==> src/rtl/lphg_pkg.sv <==
// Shared constants and types for the landmark pair hash generator.
// No dependencies; lphg_if, lphg_pair_eval, the top level and the testbench use it.
`timescale 1ns / 1ps
`default_nettype none

package lphg_pkg;

  // Field widths
  localparam int unsigned BinBits   = 9;    // stored anchor / target bin
  localparam int unsigned DeltaBits = 14;   // frame delta inside the hash
  localparam int unsigned BinInW    = 12;   // bin field of an incoming peak
  localparam int unsigned HashW     = 32;
  localparam int unsigned OutFrameW = 32;   // anchor frame on the result beat
  localparam int unsigned ResultCap = 32;   // most results per peak

  // Default sizing
  localparam int unsigned DefMaxTargets = 32;
  localparam int unsigned DefFrameWidth = 32;

  // Configuration port
  localparam int unsigned CfgIdxW  = 2;
  localparam int unsigned CfgDataW = 14;
  localparam int unsigned BinLimW  = 10;
  localparam int unsigned TpaW     = 6;
  localparam int unsigned OffLimW  = 14;

  typedef enum logic [CfgIdxW-1:0] {
    CfgBinLimit  = 2'd0,
    CfgTargets   = 2'd1,
    CfgOffsetLim = 2'd2
  } cfg_idx_e;

  localparam logic [BinLimW-1:0] RstBinLimit  = 10'd512;
  localparam logic [TpaW-1:0]    RstTargets   = 6'd5;
  localparam logic [OffLimW-1:0] RstOffsetLim = 14'd200;

  // One result beat without its run flag
  typedef struct packed {
    logic [HashW-1:0]     pair_hash;
    logic [OutFrameW-1:0] anchor_frame;
  } result_t;

endpackage

`default_nettype wire

==> src/rtl/lphg_if.sv <==
// Valid/ready channel interfaces: peaks in, pair hashes out.
// Depends on lphg_pkg for field widths.
`timescale 1ns / 1ps
`default_nettype none

interface lphg_peak_if #(
  parameter int unsigned FRAME_WIDTH = lphg_pkg::DefFrameWidth
);
  logic                         valid;
  logic                         ready;
  logic [FRAME_WIDTH-1:0]       frame_number;
  logic [lphg_pkg::BinInW-1:0]  bin_number;
  logic                         track_start;

  modport source (output valid, output frame_number, output bin_number,
                  output track_start, input ready);
  modport sink   (input valid, input frame_number, input bin_number,
                  input track_start, output ready);
endinterface

interface lphg_hash_if;
  logic                           valid;
  logic                           ready;
  logic [lphg_pkg::HashW-1:0]     pair_hash;
  logic [lphg_pkg::OutFrameW-1:0] anchor_frame;
  logic                           run_last;

  modport source (output valid, output pair_hash, output anchor_frame,
                  output run_last, input ready);
  modport sink   (input valid, input pair_hash, input anchor_frame,
                  input run_last, output ready);
endinterface

`default_nettype wire

==> src/rtl/lphg_ram.sv <==
// Generic single-write, single-read synchronous RAM with registered read data.
// No dependencies.
`timescale 1ns / 1ps
`default_nettype none

module lphg_ram #(
  parameter  int unsigned WIDTH = 8,
  parameter  int unsigned DEPTH = 32,
  localparam int unsigned AddrW = (DEPTH > 1) ? $clog2(DEPTH) : 1
) (
  input  wire logic             clk_i,
  input  wire logic             we_i,
  input  wire logic [AddrW-1:0] waddr_i,
  input  wire logic [WIDTH-1:0] wdata_i,
  input  wire logic             re_i,
  input  wire logic [AddrW-1:0] raddr_i,
  output logic      [WIDTH-1:0] rdata_o
);

  logic [WIDTH-1:0] mem_q [DEPTH];

  always_ff @(posedge clk_i) begin
    if (we_i) begin
      mem_q[waddr_i] <= wdata_i;
    end
  end

  // read data holds while re_i is low
  always_ff @(posedge clk_i) begin
    if (re_i) begin
      rdata_o <= mem_q[raddr_i];
    end
  end

endmodule

`default_nettype wire

==> src/rtl/lphg_pair_eval.sv <==
// Pair check and hash packing for one anchor/target pair.
// Depends on lphg_pkg.
`timescale 1ns / 1ps
`default_nettype none

module lphg_pair_eval #(
  parameter int unsigned FRAME_WIDTH = lphg_pkg::DefFrameWidth
) (
  input  wire logic [FRAME_WIDTH-1:0]       tgt_frame_i,
  input  wire logic [lphg_pkg::BinBits-1:0] tgt_bin_i,
  input  wire logic [FRAME_WIDTH-1:0]       anc_frame_i,
  input  wire logic [lphg_pkg::BinBits-1:0] anc_bin_i,
  input  wire logic [lphg_pkg::OffLimW-1:0] offset_limit_i,
  output logic                              pass_o,
  output lphg_pkg::result_t                 result_o
);
  import lphg_pkg::*;

  logic [FRAME_WIDTH-1:0] delta;
  logic [63:0]            anc_frame_ext;

  // wraps modulo 2^FRAME_WIDTH; a backwards frame gives a huge delta
  assign delta         = tgt_frame_i - anc_frame_i;
  assign pass_o        = (delta <= FRAME_WIDTH'(offset_limit_i));
  assign anc_frame_ext = 64'(anc_frame_i);

  assign result_o.pair_hash    = {anc_bin_i, tgt_bin_i, delta[DeltaBits-1:0]};
  assign result_o.anchor_frame = anc_frame_ext[OutFrameW-1:0];

endmodule

`default_nettype wire

==> src/rtl/landmark_pair_hash_generator.sv <==
// Landmark pair hash generator: top level with sequencer and anchor ring.
// Depends on lphg_pkg, lphg_if, lphg_ram and lphg_pair_eval.
//
// Usage:
//   peak_in carries one spectral peak per beat (frame, bin, track_start).
//   hash_out carries the pair hashes caused by that peak, oldest anchor
//   first; run_last marks the final hash of the peak. A peak that makes no
//   pair, or whose bin is at or above bin_limit, gives no beat at all.
//   Configuration is written through cfg_we_i / cfg_idx_i / cfg_data_i
//   while the block is idle.
// Timing:
//   The block works on one peak at a time. A peak with anchors in use
//   passes an accept cycle, one anchor-ring read per cycle through the
//   single read port of the ring RAM while no passing pair waits for
//   room, the registered read of the last anchor and a store of the new
//   anchor before the next peak is let in. With no anchor in use the
//   accept is followed by the store alone; a dropped peak ends at its accept.
//   A hash waits in the hold register until the next passing pair is
//   read or the run ends, and then moves to the output register.
// Reset and stall:
//   Reset empties the anchor window and loads the register defaults; the
//   ring RAM itself is not cleared, as only written entries are read.
//   When hash_out stalls, one result waits in the output register and one
//   in the hold register; ring reads pause while a passing pair waits.
`timescale 1ns / 1ps
`default_nettype none

module landmark_pair_hash_generator #(
  parameter int unsigned MAX_TARGETS = lphg_pkg::DefMaxTargets,
  parameter int unsigned FRAME_WIDTH = lphg_pkg::DefFrameWidth
) (
  input  wire logic                          clk_i,
  input  wire logic                          rst_ni,
  input  wire logic                          cfg_we_i,
  input  wire logic [lphg_pkg::CfgIdxW-1:0]  cfg_idx_i,
  input  wire logic [lphg_pkg::CfgDataW-1:0] cfg_data_i,
  lphg_peak_if.sink                          peak_in,
  lphg_hash_if.source                        hash_out
);
  import lphg_pkg::*;

  localparam int unsigned AddrW  = (MAX_TARGETS > 1) ? $clog2(MAX_TARGETS) : 1;
  localparam int unsigned CntW   = $clog2(MAX_TARGETS + 1);
  localparam int unsigned UseCap = (MAX_TARGETS < ResultCap) ? MAX_TARGETS : ResultCap;
  localparam int unsigned EntryW = FRAME_WIDTH + BinBits;

  localparam logic [AddrW-1:0] LastSlot = AddrW'(MAX_TARGETS - 1);
  localparam logic [CntW:0]    DepthW1  = (CntW + 1)'(MAX_TARGETS);

  // sequencer states
  localparam logic [1:0] StIdle = 2'd0;
  localparam logic [1:0] StRun  = 2'd1;
  localparam logic [1:0] StDone = 2'd2;

  // ---------------------------------------------------------------------
  // configuration registers
  logic [BinLimW-1:0] bin_limit_q;
  logic [TpaW-1:0]    tpa_q;
  logic [OffLimW-1:0] offset_q;

  always_ff @(posedge clk_i or negedge rst_ni) begin
    if (!rst_ni) begin
      bin_limit_q <= RstBinLimit;
      tpa_q       <= RstTargets;
      offset_q    <= RstOffsetLim;
    end else if (cfg_we_i) begin
      unique case (cfg_idx_e'(cfg_idx_i))
        CfgBinLimit:  bin_limit_q <= cfg_data_i[BinLimW-1:0];
        CfgTargets:   tpa_q       <= cfg_data_i[TpaW-1:0];
        CfgOffsetLim: offset_q    <= cfg_data_i[OffLimW-1:0];
        default: ;
      endcase
    end
  end

  // ---------------------------------------------------------------------
  // state
  logic [1:0]             state_q, state_d;
  logic [CntW-1:0]        count_q, count_d;      // anchors in the ring
  logic [AddrW-1:0]       slot_q, slot_d;        // next write slot
  logic [CntW-1:0]        use_q, use_d;          // anchors to pair this peak
  logic [CntW-1:0]        rd_cnt_q, rd_cnt_d;    // reads issued
  logic [AddrW-1:0]       rd_addr_q, rd_addr_d;
  logic                   pend_q, pend_d;        // read data waiting
  logic [FRAME_WIDTH-1:0] frame_q, frame_d;
  logic [BinBits-1:0]     bin_q, bin_d;
  logic                   hold_v_q, hold_v_d;
  result_t                hold_q, hold_d;
  logic                   out_v_q, out_v_d;
  result_t                out_q;
  logic                   out_last_q;

  // ---------------------------------------------------------------------
  // anchor ring and pair check
  logic              ram_we, ram_re;
  logic [EntryW-1:0] ram_rdata;
  logic              pair_pass;
  result_t           pair_res;

  lphg_ram #(
    .WIDTH (EntryW),
    .DEPTH (MAX_TARGETS)
  ) u_ring (
    .clk_i   (clk_i),
    .we_i    (ram_we),
    .waddr_i (slot_q),
    .wdata_i ({frame_q, bin_q}),
    .re_i    (ram_re),
    .raddr_i (rd_addr_q),
    .rdata_o (ram_rdata)
  );

  lphg_pair_eval #(
    .FRAME_WIDTH (FRAME_WIDTH)
  ) u_eval (
    .tgt_frame_i    (frame_q),
    .tgt_bin_i      (bin_q),
    .anc_frame_i    (ram_rdata[EntryW-1:BinBits]),
    .anc_bin_i      (ram_rdata[BinBits-1:0]),
    .offset_limit_i (offset_q),
    .pass_o         (pair_pass),
    .result_o       (pair_res)
  );

  // ---------------------------------------------------------------------
  // accept-time decode
  logic [BinLimW-1:0] lim_eff;
  logic               drop;
  logic [CntW-1:0]    cnt_eff;
  logic [AddrW-1:0]   slot_eff;
  logic [6:0]         use_w;
  logic [CntW-1:0]    use_n;
  logic [CntW:0]      start_w;
  logic [AddrW-1:0]   start_n;
  logic               accept;

  assign lim_eff  = (bin_limit_q > BinLimW'(1 << BinBits)) ? BinLimW'(1 << BinBits)
                                                           : bin_limit_q;
  assign drop     = (peak_in.bin_number >= BinInW'(lim_eff));
  assign cnt_eff  = peak_in.track_start ? '0 : count_q;
  assign slot_eff = peak_in.track_start ? '0 : slot_q;

  always_comb begin
    use_w = 7'(tpa_q);
    if (use_w > 7'(UseCap)) begin
      use_w = 7'(UseCap);
    end
    if (use_w > 7'(cnt_eff)) begin
      use_w = 7'(cnt_eff);
    end
  end
  assign use_n = CntW'(use_w);

  // oldest anchor in use: slot - use, modulo the ring depth
  always_comb begin
    start_w = (CntW + 1)'(slot_eff) + DepthW1 - (CntW + 1)'(use_n);
    if (start_w >= DepthW1) begin
      start_w = start_w - DepthW1;
    end
  end
  assign start_n = AddrW'(start_w);

  assign peak_in.ready = (state_q == StIdle);
  assign accept        = peak_in.valid && peak_in.ready;

  // ---------------------------------------------------------------------
  // sequencer
  logic out_free, consume, advance, issue;
  logic load_out, load_last;

  assign out_free = !out_v_q || hash_out.ready;

  always_comb begin
    state_d   = state_q;
    count_d   = count_q;
    slot_d    = slot_q;
    use_d     = use_q;
    rd_cnt_d  = rd_cnt_q;
    rd_addr_d = rd_addr_q;
    pend_d    = pend_q;
    frame_d   = frame_q;
    bin_d     = bin_q;
    hold_v_d  = hold_v_q;
    hold_d    = hold_q;
    ram_we    = 1'b0;
    ram_re    = 1'b0;
    load_out  = 1'b0;
    load_last = 1'b0;
    consume   = 1'b0;
    advance   = 1'b0;
    issue     = 1'b0;

    unique case (state_q)
      StIdle: begin
        if (accept) begin
          count_d   = cnt_eff;
          slot_d    = slot_eff;
          frame_d   = peak_in.frame_number;
          bin_d     = peak_in.bin_number[BinBits-1:0];
          use_d     = use_n;
          rd_cnt_d  = '0;
          rd_addr_d = start_n;
          pend_d    = 1'b0;
          if (!drop) begin
            state_d = (use_n == '0) ? StDone : StRun;
          end
        end
      end

      StRun: begin
        // a passing pair needs room only when the hold register is full
        consume = pend_q && (!pair_pass || !hold_v_q || out_free);
        advance = !pend_q || consume;
        if (consume && pair_pass) begin
          load_out = hold_v_q;
          hold_d   = pair_res;
          hold_v_d = 1'b1;
        end
        issue = advance && (rd_cnt_q != use_q);
        if (issue) begin
          ram_re    = 1'b1;
          rd_cnt_d  = rd_cnt_q + 1'b1;
          rd_addr_d = (rd_addr_q == LastSlot) ? '0 : rd_addr_q + 1'b1;
        end
        pend_d = issue || (pend_q && !consume);
        if (!issue && advance && (rd_cnt_q == use_q)) begin
          state_d = StDone;
        end
      end

      StDone: begin
        // flush the last hash of the run and store the new anchor
        if (!hold_v_q || out_free) begin
          load_out  = hold_v_q;
          load_last = 1'b1;
          hold_v_d  = 1'b0;
          ram_we    = 1'b1;
          slot_d    = (slot_q == LastSlot) ? '0 : slot_q + 1'b1;
          if (count_q != CntW'(MAX_TARGETS)) begin
            count_d = count_q + 1'b1;
          end
          state_d = StIdle;
        end
      end

      default: begin
        state_d = StIdle;
      end
    endcase
  end

  assign out_v_d = load_out ? 1'b1 : (hash_out.ready ? 1'b0 : out_v_q);

  // control registers
  always_ff @(posedge clk_i or negedge rst_ni) begin
    if (!rst_ni) begin
      state_q   <= StIdle;
      count_q   <= '0;
      slot_q    <= '0;
      use_q     <= '0;
      rd_cnt_q  <= '0;
      rd_addr_q <= '0;
      pend_q    <= 1'b0;
      hold_v_q  <= 1'b0;
      out_v_q   <= 1'b0;
    end else begin
      state_q   <= state_d;
      count_q   <= count_d;
      slot_q    <= slot_d;
      use_q     <= use_d;
      rd_cnt_q  <= rd_cnt_d;
      rd_addr_q <= rd_addr_d;
      pend_q    <= pend_d;
      hold_v_q  <= hold_v_d;
      out_v_q   <= out_v_d;
    end
  end

  // payload registers
  always_ff @(posedge clk_i) begin
    frame_q <= frame_d;
    bin_q   <= bin_d;
    hold_q  <= hold_d;
    if (load_out) begin
      out_q      <= hold_q;
      out_last_q <= load_last;
    end
  end

  // result beat
  assign hash_out.valid        = out_v_q;
  assign hash_out.pair_hash    = out_q.pair_hash;
  assign hash_out.anchor_frame = out_q.anchor_frame;
  assign hash_out.run_last     = out_last_q;

endmodule

`default_nettype wire

==> src/flat_wrapper.sv <==
// flat-port wrapper written by rule: the top's interface ports become plain ports
module landmark_pair_hash_generator_flat import lphg_pkg::*;
#(
  parameter int unsigned MAX_TARGETS = lphg_pkg::DefMaxTargets,
  parameter int unsigned FRAME_WIDTH = lphg_pkg::DefFrameWidth
)
  (clk_i, rst_ni, cfg_we_i, cfg_idx_i, cfg_data_i, peak_in_valid, peak_in_frame_number, peak_in_bin_number, peak_in_track_start, peak_in_ready, hash_out_valid, hash_out_pair_hash, hash_out_anchor_frame, hash_out_run_last, hash_out_ready);
  lphg_peak_if #(.FRAME_WIDTH(FRAME_WIDTH)) peak_in_i ();
  lphg_hash_if hash_out_i ();
  input  wire logic clk_i;
  input  wire logic rst_ni;
  input  wire logic cfg_we_i;
  input  wire logic [lphg_pkg::CfgIdxW-1:0] cfg_idx_i;
  input  wire logic [lphg_pkg::CfgDataW-1:0] cfg_data_i;
  input wire logic [$bits(peak_in_i.valid)-1:0] peak_in_valid;
  input wire logic [$bits(peak_in_i.frame_number)-1:0] peak_in_frame_number;
  input wire logic [$bits(peak_in_i.bin_number)-1:0] peak_in_bin_number;
  input wire logic [$bits(peak_in_i.track_start)-1:0] peak_in_track_start;
  output wire logic [$bits(peak_in_i.ready)-1:0] peak_in_ready;
  output wire logic [$bits(hash_out_i.valid)-1:0] hash_out_valid;
  output wire logic [$bits(hash_out_i.pair_hash)-1:0] hash_out_pair_hash;
  output wire logic [$bits(hash_out_i.anchor_frame)-1:0] hash_out_anchor_frame;
  output wire logic [$bits(hash_out_i.run_last)-1:0] hash_out_run_last;
  input wire logic [$bits(hash_out_i.ready)-1:0] hash_out_ready;
  assign peak_in_i.valid = peak_in_valid;
  assign peak_in_i.frame_number = peak_in_frame_number;
  assign peak_in_i.bin_number = peak_in_bin_number;
  assign peak_in_i.track_start = peak_in_track_start;
  assign peak_in_ready = peak_in_i.ready;
  assign hash_out_valid = hash_out_i.valid;
  assign hash_out_pair_hash = hash_out_i.pair_hash;
  assign hash_out_anchor_frame = hash_out_i.anchor_frame;
  assign hash_out_run_last = hash_out_i.run_last;
  assign hash_out_i.ready = hash_out_ready;
  landmark_pair_hash_generator #(.MAX_TARGETS(MAX_TARGETS), .FRAME_WIDTH(FRAME_WIDTH)) u_core (.clk_i(clk_i), .rst_ni(rst_ni), .cfg_we_i(cfg_we_i), .cfg_idx_i(cfg_idx_i), .cfg_data_i(cfg_data_i), .peak_in(peak_in_i), .hash_out(hash_out_i));
endmodule
==> config.mk <==
export PLATFORM = sky130hd
export DESIGN_NAME = landmark_pair_hash_generator_flat
export DESIGN_NICKNAME = d
export VERILOG_FILES = /design/src/rtl/lphg_pkg.sv /design/src/rtl/lphg_if.sv /design/src/rtl/lphg_ram.sv /design/src/rtl/lphg_pair_eval.sv /design/src/rtl/landmark_pair_hash_generator.sv /design/src/flat_wrapper.sv
export SDC_FILE = /design/constraint.sdc
export NUM_CORES = 2
export LEC_CHECK = 0
export BUFFER_PORTS_ARGS = -buffer_cell sky130_fd_sc_hd__buf_2
export CORE_AREA = 2 2 399 401
export CTS_CLUSTER_DIAMETER = 40
export DETAILED_ROUTE_END_ITERATION = 7
export DIE_AREA = 0 0 401 403
export HOLD_SLACK_MARGIN = 0.03
export SYNTH_ARGS = -nofsm -noshare
export SYNTH_HDL_FRONTEND = slang
export SYNTH_SLANG_ARGS = --single-unit
==> constraint.sdc <==
create_clock -name clk_i -period 7.7 [get_ports clk_i]
set_input_delay 0.77 -clock clk_i [delete_from_list [all_inputs] [get_ports clk_i]]
set_output_delay 0.77 -clock clk_i [all_outputs]
set_load 0.05 [all_outputs]
Yosys cells after proc, flatten, opt, wreduce, memory -nomap -nowiden
Memories as Yosys holds them, arrays and structs flattened. A register that Yosys moved wholly into a read port is not among the register bits.
Index checks and enable logic that the tools add are counted.
W data, S select, Z words.
{"block": "word_totals", "ramBits": 1312, "regBits": 233, "mem_count": 1, "output_inout_bits": 67, "word_cells": 130}
{"block": "classes", "add_sub_neg": 8, "n_lt_le_gt_ge": 6, "n_eq_ne": 16, "reduce_logical": 37, "mux": 43}
{"name": "u_core.u_ring.mem_q", "words": 32, "width": 41, "read_ports": 1, "rd_ports_with_merged_regs": 1, "wr": 1, "line": "lphg_ram.sv:20", "source": "logic [WIDTH-1:0] mem_q [DEPTH];"}
{"cell": "$mux W6", "count": 8}
{"cell": "$mux W5", "count": 8}
{"cell": "$le A32 B14 Y1", "count": 1}
{"cell": "$sub A32 B32 Y32", "count": 1}
{"cell": "$pmux W6 S2", "count": 2}
{"cell": "$pmux W5 S2", "count": 2}
{"cell": "$mux W1", "count": 13}
{"cell": "$add A6 B1 Y6 const B", "count": 2}
{"cell": "$ge A12 B10 Y1", "count": 1}
{"cell": "$reduce_and A2 Y1", "count": 6}
{"cell": "$add A5 B1 Y5 const B", "count": 2}
{"cell": "$eq A5 B5 Y1 const B", "count": 2}
{"cell": "$gt A10 B10 Y1 const B", "count": 1}
{"cell": "$mux W10", "count": 1}
{"cell": "$mux W2", "count": 5}
{"cell": "$ne A2 B1 Y1 const B", "count": 5}
{"cell": "$reduce_and A3 Y1", "count": 3}
{"cell": "$reduce_and A4 Y1", "count": 2}
{"cell": "$reduce_bool A2 Y1", "count": 4}
{"cell": "$add A5 B6 Y7 const B", "count": 1}
{"cell": "$ge A7 B6 Y1 const B", "count": 1}
{"cell": "$logic_and A1 B1 Y1", "count": 7}
{"cell": "$sub A7 B6 Y7", "count": 1}
{"cell": "$eq A6 B6 Y1", "count": 1}
{"cell": "14 further kinds", "count": 30}

Longest topological paths before layout
{"block": "logic_depth", "depth_word": 13, "mapped_depth": 21, "ltp_nobuf": 21}

Hierarchy
Synthesis repeated with hierarchy kept, for this count alone.
{"block": "unflattened", "cells_unflattened": 3846, "hier_area_um2": 63960.1}
{"mod": "lphg_ram", "n_inst": 1, "cells_per_inst": 2883, "area_per_inst_um2": 52196.3, "seq_area_each_um2": 40629.0}
{"mod": "landmark_pair_hash_generator", "n_inst": 1, "cells_per_inst": 562, "area_per_inst_um2": 9018.6, "seq_area_each_um2": 6688.9}
{"mod": "lphg_pair_eval", "n_inst": 1, "cells_per_inst": 401, "area_per_inst_um2": 2745.1, "seq_area_each_um2": 0.0}

Worst setup path after synthesis
Ideal clock, no wire load.
{"block": "synth_timing", "kind": "register to register", "startpoint": "register u_core.frame_q[0]", "endpoint": "register u_core.out_q, in the netlist u_core.hash_out.anchor_frame[0], enable pin", "n_path_buf": 0, "path_slack_ns": 1.571, "arrival_ns": 5.699, "path_stages_with_launch": 19, "required_ns": 7.271, "path_cell_list": "edfxtp_1 -> inv_1 -> ha_1 -> inv_1 -> fa_1 -> a211oi_1 -> o21ai_0 -> a41oi_1 -> xnor2_1 -> ha_1 -> a21o_1 -> a21oi_1 -> a21oi_1 -> a2111oi_0 -> a21oi_1 -> a2111oi_4 -> nand2b_2 -> nor4_1 -> o2111a_1"}
{"element": "start, declared", "line": "landmark_pair_hash_generator.sv:85", "source": "logic [FRAME_WIDTH-1:0] frame_q, frame_d;"}
{"element": "start signal, assigned", "line": "landmark_pair_hash_generator.sv:281", "source": "frame_q <= frame_d;"}
{"element": "end signal, assigned", "line": "landmark_pair_hash_generator.sv:285", "source": "out_q <= hold_q;"}
{"element": "end, declared", "line": "landmark_pair_hash_generator.sv:90", "source": "result_t out_q;"}

==> run metrics <==
result of the run=finished, final reports clean; quantity of gates resized following cts=0; height of the chip=between 400 and 500 um; most frequent cells in the layout=sky130_fd_sc_hd__edfxtp_1, sky130_fd_sc_hd__mux4_2, sky130_fd_sc_hd__clkbuf_16; period utilization=0.790; CTS tree=built; number of global-route vias before repair=31000; number of CTS-inserted buffers=206; remaining antenna violation count=0; Yosys warning count=0; DR vias=30900; RD Place Congestion=0.859; remaining global-route overflow=0; share of async-settable or async-resettable flops after synthesis=0.0397; CTS Hold Bufs=0; count of non-filler cells in the finished layout=5453; count of flip-flops with a built-in enable after synthesis=1523; Max clock buf depth=3; Top-Level Pins=133; fraction of power consumed by sequential logic=0.408; static leakage=23.6 nW; number of DRC violations after detailed routing=0; final hold violations=0; # fillers=~13000; proportion of synthesized chip area in sequential cells=0.757; DP HPWL=86100 um; RSZ-0062 raised after global routing=false; total number of nets in the final design=3347; largest fanout on the critical path=37; synthesized net count=3054; final-report setup violation count=0; core footprint=~160000 um2; cell type with the highest aggregate area in the netlist=sky130_fd_sc_hd__edfxtp_1; synthesized area=62500 um2; worst setup path class=flop to flop; number of setup buffers added after CTS=0; layout cell share with drive strength beyond 1=0.325; worst relative slew slack=0.190; 1st-iter DRT viols=approximately 3900; Critical Path Sink Type=flop; power share of the combinational group=0.236; setup TNS after final layout=0 ns; #FFs+latches synth=between 1500 and 2000; root buffer selected by CTS=sky130_fd_sc_hd__clkbuf_16; initial cell density of the core=0.397; most common library cell in the layout ignoring fill and taps=sky130_fd_sc_hd__edfxtp_1; via-per-instance ratio=approximately 5.7; largest net degree at the start of global routing=118; largest clock skew in the final design=0.0405 ns; CP Launch Type=flop; H-tree depth=4; Layout area overhead=17.2%; Avg WL per Cell=roughly 29 um; row cnt=between 100 and 150; global-route usage over all layers=0.199; global-route wire length before repair=229000 um; horizontal die dimension=about 400 um; leading register cell type out of synthesis=sky130_fd_sc_hd__edfxtp_1; Max VDD drop=about 0.27 mV; port buffer count=132; Net Sw Frac=0.296; Detailed Routing Iterations Pass 1=7; Tightest Hold Check Type=input pin to flop; Inst Count DP=5065; max-capacitance violation count=0; antenna violations before repair=6; Routed Wire Length=160000 um; Final Max Slew Viols=0; Cell variety after synth=slightly above 80; cell internal pwr=19.0 mW; power density over the cells=369 nW/um2; syn avg cell area=21.5 um2; worst endpoint required time=8.20 ns; arrival time of data at the critical path endpoint=6.58 ns; leading post-synthesis cells by cell area=sky130_fd_sc_hd__edfxtp_1, sky130_fd_sc_hd__mux4_2, sky130_fd_sc_hd__dfrtp_1, sky130_fd_sc_hd__ha_1, sky130_fd_sc_hd__mux2_2; full die area=162000 um2; net switching component of the power=7.99 mW; clock period minus worst slack=6.09 ns; highest achievable clock rate=164 MHz; fraction of post-synthesis cell area in the top cell type by area=0.732; Clk Latency, worst-skew pair=0.84 ns; slew of the pin with the lowest slew margin=1.21 ns; clock network power share=0.356; CTS clk-pin slew, worst paths=0.06 ns; Cells after Synth=~2900; Num Clock Sinks=approximately 1600
Yosys cell counts, drive strengths merged (5+ instances only):
cell and n:
edfxtp 1523, mux4 410, nand2 95, clkbuf 90, ha 78, mux2 74, inv 72, nor2 70
a21oi 60, dfrtp 57, o21ai 50, buf 38, nand3 22, a21o 17, o211ai 16, xnor2 16
o21a 15, nand4 14, nor2b 14, nor3 13, xor2 12, nand2b 10, or3 10, and3 9
a211oi 8, nor4 8, mux2i 7, nand3b 7, a2111oi 6, and2 6, dfstp 6, a31oi 5
or4 5
worst max-delay path: stages, from the launching register on:
cell	delay, ns
sky130_fd_sc_hd__edfxtp_1	1.03
sky130_fd_sc_hd__ha_1	0.51
sky130_fd_sc_hd__a21oi_1	0.36
sky130_fd_sc_hd__o21ai_0	0.25
sky130_fd_sc_hd__nor2_1	0.22
sky130_fd_sc_hd__xnor2_1	0.17
sky130_fd_sc_hd__ha_1	0.28
sky130_fd_sc_hd__nand3_1	0.10
sky130_fd_sc_hd__nor4_1	0.08
sky130_fd_sc_hd__a21boi_0	0.13
sky130_fd_sc_hd__a2111oi_0	0.38
sky130_fd_sc_hd__a21oi_1	0.17
sky130_fd_sc_hd__a2111oi_4	0.43
sky130_fd_sc_hd__nand2b_2	0.13
sky130_fd_sc_hd__nor4_1	0.56
sky130_fd_sc_hd__and3_4	0.59
sky130_fd_sc_hd__buf_12	0.31
cell families (layout without fill, tap and decap cells):
| group | count (synthesis) | in the layout | share of synthesized area |
|---|---|---|---|
| buffers and inverters | 202 | 673 | 0.0125 |
| and+or+nand+nor | 299 | 299 | 0.0239 |
| adders and majority gates | 80 | 80 | 0.0163 |
| xor gates and xnor gates | 28 | 28 | 0.00392 |
| muxes | 491 | 491 | 0.162 |
| other | 0 | 2 | 0 |
| DFF | 1586 | 1586 | 0.757 |
| AOI/OAI and AO/OA | 222 | 222 | 0.0242 |
per-stage QoR:
stage	instance area [um2]	worst slack (ns)	power [mW]	utilization	hold WS (ns)
after floorplan	62500	1.57	15.6	-	0.400
after global placement	66200	1.74	17.6	0.421	0.401
after detailed placement	66200	1.65	17.6	0.421	0.405
after CTS	73200	1.61	27.2	0.465	0.0486
after global routing	73200	1.06	28.1	0.465	0.0796
final	73200	1.61	27.0	0.465	0.111
worst paths after layout:
kind | startpoint | endpoint | slack [ns] | depth (start not counted)
min | peak_in_frame_number[2] | u_core.frame_q[2] | 0.11 | 1
max reg2reg | u_core.frame_q[11] | u_core.hold_q[46] | 1.61 | 16
max in group asynchronous | rst_ni | u_core.rd_addr_q[1] | 6.89 | 2
min reg2reg | u_core.hold_q[48] | u_core.hash_out.pair_hash[16] | 0.42 | 0
max | u_core.frame_q[11] | u_core.hold_q[46] | 1.61 | 16
min in group asynchronous | rst_ni | u_core.bin_limit_q[8] | 0.13 | 2
metal layers:
layer	vias to the layer above	GRT usage	part of all wire
li1	12800	-	-
met1	16600	0.299	0.45
met2	1240	0.302	0.46
met3	256	0.0317	0.069
met4	0	0.0559	0.023
met5	-	0	0
area by class of cell:
type                            instances  area [um2]  share of cell area
Timing Repair Buffer                  213        1360              0.0185
Clock buffer                          234        5270              0.0720
Tap cell                             2072        2590              0.0354
Clock inverter                        152        1730              0.0236
Antenna cell                            2        5.00           0.0000683
Sequential cell                      1586       47300               0.646
Multi-Input combinational cell       1120       14700               0.200
Inverter                               74         278             0.00379
flip-flops by register name, summed over array words and instances (netlist names), 9 cells and up:
signal                        cells
u_core.hold_q                    64
u_core.u_ring.rdata_o            41
u_core.bin_q                      9
u_core.hash_out.anchor_frame     32
u_core.offset_q                  14
u_core.bin_limit_q               10
u_core.frame_q                   32
u_core.u_ring.mem_q            1312
u_core.hash_out.pair_hash        32
power groups by stage:
stage / Sequential (mW) / Clock [mW] / Combinational [mW]
global route: 11.1 / 10.1 / 6.87
CTS: 11.0 / 9.78 / 6.44
finish: 11.0 / 9.61 / 6.38
floorplan: 11.1 / 0 / 4.46
global placement: 11.2 / 0 / 6.40
detailed placement: 11.2 / 0 / 6.42
No activity file was read; power rests on OpenSTA's default activity.
